===== src/hdl/ccg_pkg.sv =====
`default_nettype none
package ccg_pkg;

	localparam int POS_WIDTH_DEF    = 24;
	localparam int CORDIC_STEPS_DEF = 16;
	localparam int ATAN_ENTRIES     = 24;
	localparam int CARROT_WIDTH     = 16;
	localparam int BEAR_WIDTH       = 16;
	localparam int TURN_WIDTH       = 32;
	localparam int VEC_WIDTH        = 40;
	localparam int ANG_WIDTH        = 30;

	localparam logic [CARROT_WIDTH-1:0] CARROT_RESET = 16'd1280;
	localparam longint MIN_RADIUS_LSB = 25;
	localparam longint A24_PI         = 52707179;
	localparam longint A24_HALF_PI    = 26353589;
	localparam longint A24_TWO_PI     = 105414357;
	localparam longint CARROT_MIN_A24 = 3294199;
	localparam longint CARROT_MAX_A24 = 13176795;
	localparam longint Q13_PI         = 25736;
	localparam longint Q13_TWO_PI     = 51472;
	localparam longint INV_GAIN_Q30   = 652032874;
	localparam longint NORM_LIMIT     = 64'sd1 << 29;

	typedef enum logic [3:0] {
		ST_IDLE,
		ST_NORM,
		ST_ATAN,
		ST_TURN,
		ST_DIV,
		ST_ROT_PREP,
		ST_ROT,
		ST_MUL_X,
		ST_MUL_Y,
		ST_DONE
	} state_t;

	function automatic logic signed [ANG_WIDTH-1:0] atan_lut(input logic [4:0] idx);
		logic signed [ANG_WIDTH-1:0] v;
		begin
			case (idx)
				5'd0: v = 30'sd13176795;
				5'd1: v = 30'sd7778716;
				5'd2: v = 30'sd4110060;
				5'd3: v = 30'sd2086331;
				5'd4: v = 30'sd1047214;
				5'd5: v = 30'sd524117;
				5'd6: v = 30'sd262123;
				5'd7: v = 30'sd131069;
				default: v = (idx < 5'd24) ? (30'sd1 <<< (5'd24 - idx)) : 30'sd0;
			endcase
			return v;
		end
	endfunction

endpackage
`default_nettype wire


===== src/hdl/circle_carrot_guidance.sv =====
// Channel  Direction  Payload
// s_axis   in         tdata: pos_x, pos_y, center_x, center_y, radius
// m_axis   out        tdata: target_x, target_y, bearing, turned_total
// cfg      in         wr_data: look-ahead distance
// From the accepting beat to the result the block runs the normalizing shifts, the vectoring
// CORDIC, a 40-step restoring divider, the rotating CORDIC and the multiply states ST_MUL_X
// and ST_MUL_Y, all on the shared datapath.
// Radii of 0.1 m or less skip the divider and rotation.
// Reset clears the bearing history and the turned total and reloads a 5 m look-ahead.
// A result waits in the output register; a new beat is taken only after it leaves.
`default_nettype none
module circle_carrot_guidance #(
	parameter int POS_WIDTH    = ccg_pkg::POS_WIDTH_DEF,
	parameter int CORDIC_STEPS = ccg_pkg::CORDIC_STEPS_DEF
) (
	input  wire                          clk,
	input  wire                          arst_n,
	input  wire                          s_axis_tvalid,
	output logic                         s_axis_tready,
	// pos_x, pos_y, center_x, center_y, radius from the lowest bit up
	input  wire  [((5*POS_WIDTH+7)/8)*8-1:0] s_axis_tdata,
	output logic                         m_axis_tvalid,
	input  wire                          m_axis_tready,
	// target_x, target_y, bearing, turned_total from the lowest bit up
	output logic [((2*POS_WIDTH+48+7)/8)*8-1:0] m_axis_tdata,
	input  wire                          cfg_wr_en,
	input  wire  [15:0]                  cfg_wr_data
);
	import ccg_pkg::*;

	localparam int W = POS_WIDTH;
	localparam int OW = ((2*W+48+7)/8)*8;
	localparam int DIVW = CARROT_WIDTH + 24;

	state_t state_q, state_d;

	logic [15:0] carrot_q;
	logic signed [BEAR_WIDTH-1:0] last_q, bear13_q;
	logic signed [TURN_WIDTH-1:0] turn_q;
	logic signed [W-1:0] cx_q, cy_q, r_q;
	logic [W-1:0] absr_q;
	logic signed [VEC_WIDTH+8:0] x_q, y_q;
	logic signed [ANG_WIDTH:0] z_q, b24_q;
	logic [4:0] i_q;
	logic neg_q;
	logic [DIVW-1:0] quo_q;
	logic [W:0] rem_q;
	logic [6:0] dcnt_q;
	logic signed [W-1:0] tx_q;
	logic m_valid_q;
	logic [OW-1:0] m_data_q;

	logic signed [W-1:0] in_px, in_py, in_cx, in_cy, in_r;
	assign in_px = s_axis_tdata[0*W +: W];
	assign in_py = s_axis_tdata[1*W +: W];
	assign in_cx = s_axis_tdata[2*W +: W];
	assign in_cy = s_axis_tdata[3*W +: W];
	assign in_r  = s_axis_tdata[4*W +: W];

	logic step_last;
	assign step_last = (i_q == 5'(CORDIC_STEPS - 1)) || (i_q == 5'(ATAN_ENTRIES - 1));

	always_comb begin
		state_d = state_q;
		case (state_q)
			ST_IDLE:     if (s_axis_tvalid && !m_valid_q) state_d = ST_NORM;
			ST_NORM: begin
				if (x_q == 0 && y_q == 0) state_d = ST_TURN;
				else if ((x_q < 0 ? -x_q : x_q) < NORM_LIMIT &&
					(y_q < 0 ? -y_q : y_q) < NORM_LIMIT) state_d = ST_NORM;
				else state_d = ST_ATAN;
			end
			ST_ATAN:     if (y_q == 0 || step_last) state_d = ST_TURN;
			ST_TURN:     state_d = (absr_q > W'(MIN_RADIUS_LSB)) ? ST_DIV : ST_DONE;
			ST_DIV:      if (dcnt_q == 7'(DIVW - 1)) state_d = ST_ROT_PREP;
			ST_ROT_PREP: state_d = ST_ROT;
			ST_ROT:      if (step_last) state_d = ST_MUL_X;
			ST_MUL_X:    state_d = ST_MUL_Y;
			ST_MUL_Y:    state_d = ST_DONE;
			ST_DONE:     state_d = ST_IDLE;
			default:     state_d = ST_IDLE;
		endcase
	end

	always_comb begin
		s_axis_tready = (state_q == ST_IDLE) && !m_valid_q;
	end

	function automatic logic signed [VEC_WIDTH+8:0] sra(input logic signed [VEC_WIDTH+8:0] v,
		input logic [4:0] s);
		return v >>> s;
	endfunction

	function automatic logic signed [W-1:0] sat(input logic signed [W+1:0] v);
		logic signed [W+1:0] hi, lo;
		begin
			hi = (W+2)'((64'sd1 <<< (W-1)) - 1);
			lo = -hi - 1;
			return (v > hi) ? W'(hi) : ((v < lo) ? W'(lo) : W'(v));
		end
	endfunction

	logic signed [17:0] diff;
	logic signed [33:0] sum;
	logic signed [ANG_WIDTH:0] zc;
	logic signed [ANG_WIDTH:0] b13w;
	logic [W:0] rem_sh;
	logic signed [ANG_WIDTH+1:0] th0;
	logic signed [W+33:0] prod;
	logic signed [W+1:0] tpos;
	logic signed [VEC_WIDTH+8:0] rot_x;

	always_comb begin
		if (z_q > 31'(A24_PI)) zc = 31'(A24_PI);
		else if (z_q < -31'(A24_PI)) zc = -31'(A24_PI);
		else zc = z_q;
		b13w = (zc + 31'sd1024) >>> 11;
		diff = 18'(b13w) - 18'(last_q);
		if (diff > 18'(Q13_PI)) diff = diff - 18'(Q13_TWO_PI);
		else if (diff < -18'(Q13_PI)) diff = diff + 18'(Q13_TWO_PI);
		sum = 34'(turn_q) + 34'(diff);
		rem_sh = {rem_q[W-1:0], quo_q[DIVW-1]};
		th0 = 32'(b24_q);
		prod = (W+34)'($signed({1'b0, absr_q})) * (W+34)'($signed(x_q[31:0])) +
			((W+34)'(1) <<< 29);
		tpos = (W+2)'(cx_q) + (W+2)'(prod >>> 30);
		rot_x = (z_q >= 0) ? x_q - sra(y_q, i_q) : x_q + sra(y_q, i_q);
	end

	always_ff @(posedge clk or negedge arst_n) begin
		if (!arst_n) begin
			state_q   <= ST_IDLE;
			carrot_q  <= CARROT_RESET;
			last_q    <= '0;
			turn_q    <= '0;
			m_valid_q <= 1'b0;
		end else begin
			state_q <= state_d;
			if (cfg_wr_en) carrot_q <= cfg_wr_data;
			if (m_valid_q && m_axis_tready) m_valid_q <= 1'b0;
			if (state_q == ST_TURN) begin
				last_q <= 16'(b13w);
				if (sum > 34'sd2147483647) turn_q <= 32'h7fffffff;
				else if (sum < -34'sd2147483648) turn_q <= 32'h80000000;
				else turn_q <= 32'(sum);
			end
			if (state_q == ST_DONE) m_valid_q <= 1'b1;
		end
	end

	always_ff @(posedge clk) begin
		case (state_q)
			ST_IDLE: begin
				cx_q <= in_cx;
				cy_q <= in_cy;
				r_q <= in_r;
				absr_q <= W'(in_r < 0 ? -(W+1)'(in_r) : (W+1)'(in_r));
				x_q <= (VEC_WIDTH+9)'(in_px) - (VEC_WIDTH+9)'(in_cx);
				y_q <= (VEC_WIDTH+9)'(in_py) - (VEC_WIDTH+9)'(in_cy);
				z_q <= '0;
				i_q <= '0;
			end
			ST_NORM: begin
				if (!(x_q == 0 && y_q == 0)) begin
					if ((x_q < 0 ? -x_q : x_q) < NORM_LIMIT &&
						(y_q < 0 ? -y_q : y_q) < NORM_LIMIT) begin
						x_q <= x_q <<< 1;
						y_q <= y_q <<< 1;
					end else if (x_q < 0) begin
						z_q <= (y_q >= 0) ? 31'(A24_PI) : -31'(A24_PI);
						x_q <= -x_q;
						y_q <= -y_q;
					end
				end
			end
			ST_ATAN: begin
				if (y_q != 0) begin
					if (y_q > 0) begin
						x_q <= x_q + sra(y_q, i_q);
						y_q <= y_q - sra(x_q, i_q);
						z_q <= z_q + 31'(atan_lut(i_q));
					end else begin
						x_q <= x_q - sra(y_q, i_q);
						y_q <= y_q + sra(x_q, i_q);
						z_q <= z_q - 31'(atan_lut(i_q));
					end
					i_q <= i_q + 5'd1;
				end
			end
			ST_TURN: begin
				b24_q <= zc;
				bear13_q <= 16'(b13w);
				quo_q <= DIVW'(carrot_q) << 24;
				rem_q <= '0;
				dcnt_q <= '0;
			end
			ST_DIV: begin
				if (rem_sh >= (W+1)'(absr_q)) begin
					rem_q <= rem_sh - (W+1)'(absr_q);
					quo_q <= {quo_q[DIVW-2:0], 1'b1};
				end else begin
					rem_q <= rem_sh;
					quo_q <= {quo_q[DIVW-2:0], 1'b0};
				end
				dcnt_q <= dcnt_q + 7'd1;
			end
			ST_ROT_PREP: begin
				logic signed [ANG_WIDTH+1:0] ca, th;
				logic nflag;
				ca = (quo_q > DIVW'(CARROT_MAX_A24)) ? 32'(CARROT_MAX_A24) :
					((quo_q < DIVW'(CARROT_MIN_A24)) ? 32'(CARROT_MIN_A24) : 32'(quo_q));
				th = (r_q > 0) ? th0 - ca : th0 + ca;
				if (th > 32'(A24_PI)) th = th - 32'(A24_TWO_PI);
				if (th < -32'(A24_PI)) th = th + 32'(A24_TWO_PI);
				nflag = 1'b0;
				if (th > 32'(A24_HALF_PI)) begin
					th = th - 32'(A24_PI);
					nflag = 1'b1;
				end else if (th < -32'(A24_HALF_PI)) begin
					th = th + 32'(A24_PI);
					nflag = 1'b1;
				end
				neg_q <= nflag;
				z_q <= 31'(th);
				x_q <= (VEC_WIDTH+9)'(INV_GAIN_Q30);
				y_q <= '0;
				i_q <= '0;
			end
			ST_ROT: begin
				x_q <= (step_last && neg_q) ? -rot_x : rot_x;
				if (z_q >= 0) begin
					y_q <= y_q + sra(x_q, i_q);
					z_q <= z_q - 31'(atan_lut(i_q));
				end else begin
					y_q <= y_q - sra(x_q, i_q);
					z_q <= z_q + 31'(atan_lut(i_q));
				end
				i_q <= i_q + 5'd1;
			end
			ST_MUL_X: begin
				tx_q <= sat(tpos);
				x_q <= neg_q ? -y_q : y_q;
				cx_q <= cy_q;
			end
			ST_MUL_Y: begin
				cy_q <= sat(tpos);
				cx_q <= tx_q;
			end
			ST_DONE: begin
				m_data_q <= OW'({turn_q, bear13_q, cy_q, cx_q});
			end
			default: begin
			end
		endcase
	end

	assign m_axis_tvalid = m_valid_q;
	assign m_axis_tdata  = m_data_q;

`ifndef SYNTHESIS
	ast_no_accept_busy: assert property (@(posedge clk) disable iff (!arst_n)
		m_axis_tvalid |-> !s_axis_tready) else $error("accept while result pending");
	ast_idle_after_done: assert property (@(posedge clk) disable iff (!arst_n)
		state_q == ST_DONE |=> m_axis_tvalid) else $error("result not raised");
`endif

endmodule
`default_nettype wire


===== config.mk =====
export PLATFORM = sky130hd
export DESIGN_NAME = circle_carrot_guidance
export DESIGN_NICKNAME = d
export VERILOG_FILES = /design/src/hdl/ccg_pkg.sv /design/src/hdl/circle_carrot_guidance.sv
export SDC_FILE = /design/constraint.sdc
export NUM_CORES = 2
export LEC_CHECK = 0
export ABC_AREA = 1
export BUFFER_PORTS_ARGS = -buffer_cell sky130_fd_sc_hd__buf_2
export CAP_MARGIN = 30
export CORE_MARGIN = 2
export CORE_UTILIZATION = 35
export DETAILED_ROUTE_END_ITERATION = 8
export GPL_ROUTABILITY_DRIVEN = 0
export GPL_TIMING_DRIVEN = 0
export PLACE_DENSITY = 0.47
export SLEW_MARGIN = 20
export SYNTH_ARGS = -nofsm -noshare
export SYNTH_HDL_FRONTEND = slang
export SYNTH_SLANG_ARGS = --single-unit

===== constraint.sdc =====
create_clock -name clk -period 12.4 [get_ports clk]
set_input_delay 0.62 -clock clk [delete_from_list [all_inputs] [get_ports clk]]
set_output_delay 0.62 -clock clk [all_outputs]
set_load 0.01 [all_outputs]

==> results.cfg <==
[sta]
tightest_slew_ns = 1.18
timing.clock.skew_ns = 0.0617
final.min_clock_period_ns = 11.68
fmax_mhz = 85.6
post-route-period-util = 0.942
worst_hold_slack_ns = 0.0753
fin_setup_tns_ns = 0
finalSetupViolCount = 0
worst_slew_margin_rel = 0.214
drv_slew = 0
finalHoldViolCount = 0

[synthesis]
dominantRegCellSynth = sky130_fd_sc_hd__edfxtp_1
synth_area_mm2 = 0.0918
synthesis.yosys.warnings = 0
syn_area_per_cell_um2 = 6.88
synth.yosys.seq_area_share = 0.172
synth.top_cell.area_share = 0.173
top_cell_type_by_total_area_after_synthesis = sky130_fd_sc_hd__fa_1
syn_inst = 13300
synth_seq_cells = 537
synthDistinctLibCells = 78
proportion_of_register_bits_with_asynchronous_set_or_reset_after_synthesis = 0.128
synth_edf_count = 468
post_synth_main_area_contributors = sky130_fd_sc_hd__fa_1, sky130_fd_sc_hd__edfxtp_1, sky130_fd_sc_hd__nand2_1

[cts]
clk-insertion-delay-late_ns = 0.76
cts.sink_count = 537
numCtsBuffers = 75
path_clk_slew_ns = 0.06
cts_tree = built
htree_num_levels = 3
clockBufferDepth = 3
root_buffer = sky130_fd_sc_hd__clkbuf_16

[worst_setup_path]
crit_top_cell = sky130_fd_sc_hd__nand2_1
timing.critical_path.from_type = register
ff2ff_setup_slack_ns = 0.72
cp-end-kind = register
critical_path_required_ns = 12.88
critical-path-slowest-cell = sky130_fd_sc_hd__fa_1
critical_path_peak_fanout = 10
cp.arrival_ns = 12.16
cp_peak_stage_delay_ns = 0.55
worst_setup_path_category = reg -> reg

[drt]
detail_route.vias_per_cell = 5.32
wl_per_cell_um = 22.6
met2RoutedLength_mm = 166
met1Wirelength_mm = 172
drt_first_pass_iters = 9
antenna_left = 0
route.vias.total = 92100
drc = 0
maxUsedRoutingLayer = met5
drt-initial-drc-count = 9331
routed_wirelength_mm = 391
route.met3.wl_mm = 35.5

[run_status]
status = finished clean

[placed_design]
post-dp-hpwl_mm = 328
placement.io_buffers = 238

[global_routing]
number_of_antenna_violations_at_the_first_check_in_global_routing = 12
overflow = 0
vias_in_the_first_global_route = 88300
grt_start_max_net_pins = 50
groute.usage.overall = 0.288
grt_pass1_wl_mm = 574

[die]
die_w_um = 516
top_level_ports = 239
die_area_mm2 = 0.266
core-area_mm2 = 0.262
chipHeight_um = 516
floorplan.initialDensity = 0.351
rows = 188

[finish]
drive_gt1_frac = 0.0668
final_stage_net_count = 15300
synthToLayoutAreaGrowth_pct = 10.8

[hold_path]
worstHoldPathType = in -> reg

[flow_run]
maxCapViolCount = 0
[routing by layer]
layer  track usage  up-vias
li1              -    43000
met1         0.403    44300
met2         0.433     4063
met3        0.0594      712
met4         0.108       12
met5             0        -
[synth_stat cells, types with 70 or more instances]
library cell,instances
sky130_fd_sc_hd__nand3_1,597
sky130_fd_sc_hd__nand2_2,70
sky130_fd_sc_hd__nor3_1,131
sky130_fd_sc_hd__xor2_1,437
sky130_fd_sc_hd__mux2i_1,72
sky130_fd_sc_hd__fa_1,792
sky130_fd_sc_hd__clkbuf_1,421
sky130_fd_sc_hd__inv_1,2496
sky130_fd_sc_hd__nand4_1,131
sky130_fd_sc_hd__edfxtp_1,468
sky130_fd_sc_hd__nor2_1,993
sky130_fd_sc_hd__a21oi_1,813
sky130_fd_sc_hd__o21ai_0,883
sky130_fd_sc_hd__nor4_1,76
sky130_fd_sc_hd__buf_1,82
sky130_fd_sc_hd__xnor2_1,90
sky130_fd_sc_hd__nand2_1,3363
sky130_fd_sc_hd__ha_1,636
[worst max-delay path: cells and delay by family (launching register included)]
kind / cells / cell delay (ns)
XOR/XNOR: 1 / 0.25
adder cells (fa/ha/maj): 9 / 4.02
buffers and inverters: 7 / 1.24
AND/OR/NAND/NOR: 20 / 2.31
AO/OA/AOI/OAI: 18 / 3.15
flip-flops: 1 / 0.45
[kinds of logic (layout without fill, tap and decap cells)]
family	after synthesis	after routing	synth area share
DFF	537	537	0.172
muxes	72	72	0.00785
AOI/OAI and AO/OA	2171	2171	0.133
other	2	8	0.0000818
buffers and inverters	3106	3557	0.129
and+or+nand+nor	5500	5500	0.249
xor gates and xnor gates	527	527	0.0503
adders and majority gates	1428	1428	0.259
[cells in the final DEF (no fill, tap or decap), drive strengths merged, types with 7 or more instances in the layout]
cell type  synthesis  layout
a2111oi           11      11
a211oi            31      31
a21boi            28      28
a21o              12      12
a21oi            816     816
a221oi            42      42
a311oi             7       7
a31oi             48      48
a32oi             15      15
and3               8       8
buf              126     452
bufinv             0       9
clkbuf           421     496
clkinv            19      47
dfrtp             67      67
edfxtp           468     468
fa               792     792
ha               636     636
inv             2540    2548
mux2i             72      72
nand2           3446    3446
nand3            600     600
nand3b            21      21
nand4            131     131
nor2            1031    1031
nor3             133     133
nor4              76      76
o2111ai           34      34
o211ai            61      61
o21a              15      15
o21ai            904     904
o21bai            46      46
o221ai            28      28
o22ai             20      20
o311ai             9       9
o31ai             18      18
or2               40      40
xnor2             90      90
xor2             437     437
[through the flow]
step / area, um2 / utilization / std cells / setup slack, ns
finish: 102000 / 0.389 / 17300 / 0.718
floorplan: 91800 / - / 13300 / 1.87
global route: 102000 / 0.389 / 17300 / -0.0318
CTS: 101000 / 0.387 / 17300 / 0.00129
global placement: 97400 / 0.372 / 17100 / -3.00
detailed placement: 98200 / 0.375 / 17100 / -2.31
[final cells by class]
class                           instances  area [um2]
Fill cell                           27900      160000
Multi-Input combinational cell       9701       64500
Sequential cell                       537       15800
Inverter                             2559        9620
Tap cell                             3515        4400
Timing Repair Buffer                  341        2390
Buffer                                517        2380
Clock buffer                           91        1990
Clock inverter                         49         666
Antenna cell                            5        12.5
[path summary, 6_finish.rpt]
path / start / to / cells past startpoint
max: x_q[5]$_DFFE_PP_ / cy_q[18]$_DFFE_PP_ / 55
min: m_axis_tready / m_axis_tvalid$_DFFE_PN0P_ / 2
max reg2reg: x_q[5]$_DFFE_PP_ / cy_q[18]$_DFFE_PP_ / 55
min reg2reg: bear13_q[2]$_DFFE_PP_ / m_axis_tdata[50]$_DFFE_PP_ / 0
max in group asynchronous: arst_n / carrot_q[8]$_DFFE_PN1P_ / 3
min in group asynchronous: arst_n / turn_q[16]$_DFFE_PN0P_ / 2
[state kept, by name (all words and copies together) (netlist names), 31 cells and up]
| register | flops |
|---|---|
| quo_q | 40 |
| y_q | 49 |
| m_axis_tdata | 96 |
| b24_q | 31 |
| turn_q | 32 |
| z_q | 31 |
| x_q | 49 |
[what timing repair did]
action | 4_1_cts | 5_1_grt
hold endpoints to repair | 24 | 0
pin swaps | 1 | 4
endpoints found under the setup margin | 78 | 78
buffers inserted | 25 | 23
hold buffers | 1 | 0
resized for setup | 149 | 110
cloned | 0 | 0
Power is left out: the tool's default activity adds up to more than one toggle a clock period on the data nets, which glitch-free logic cannot reach.
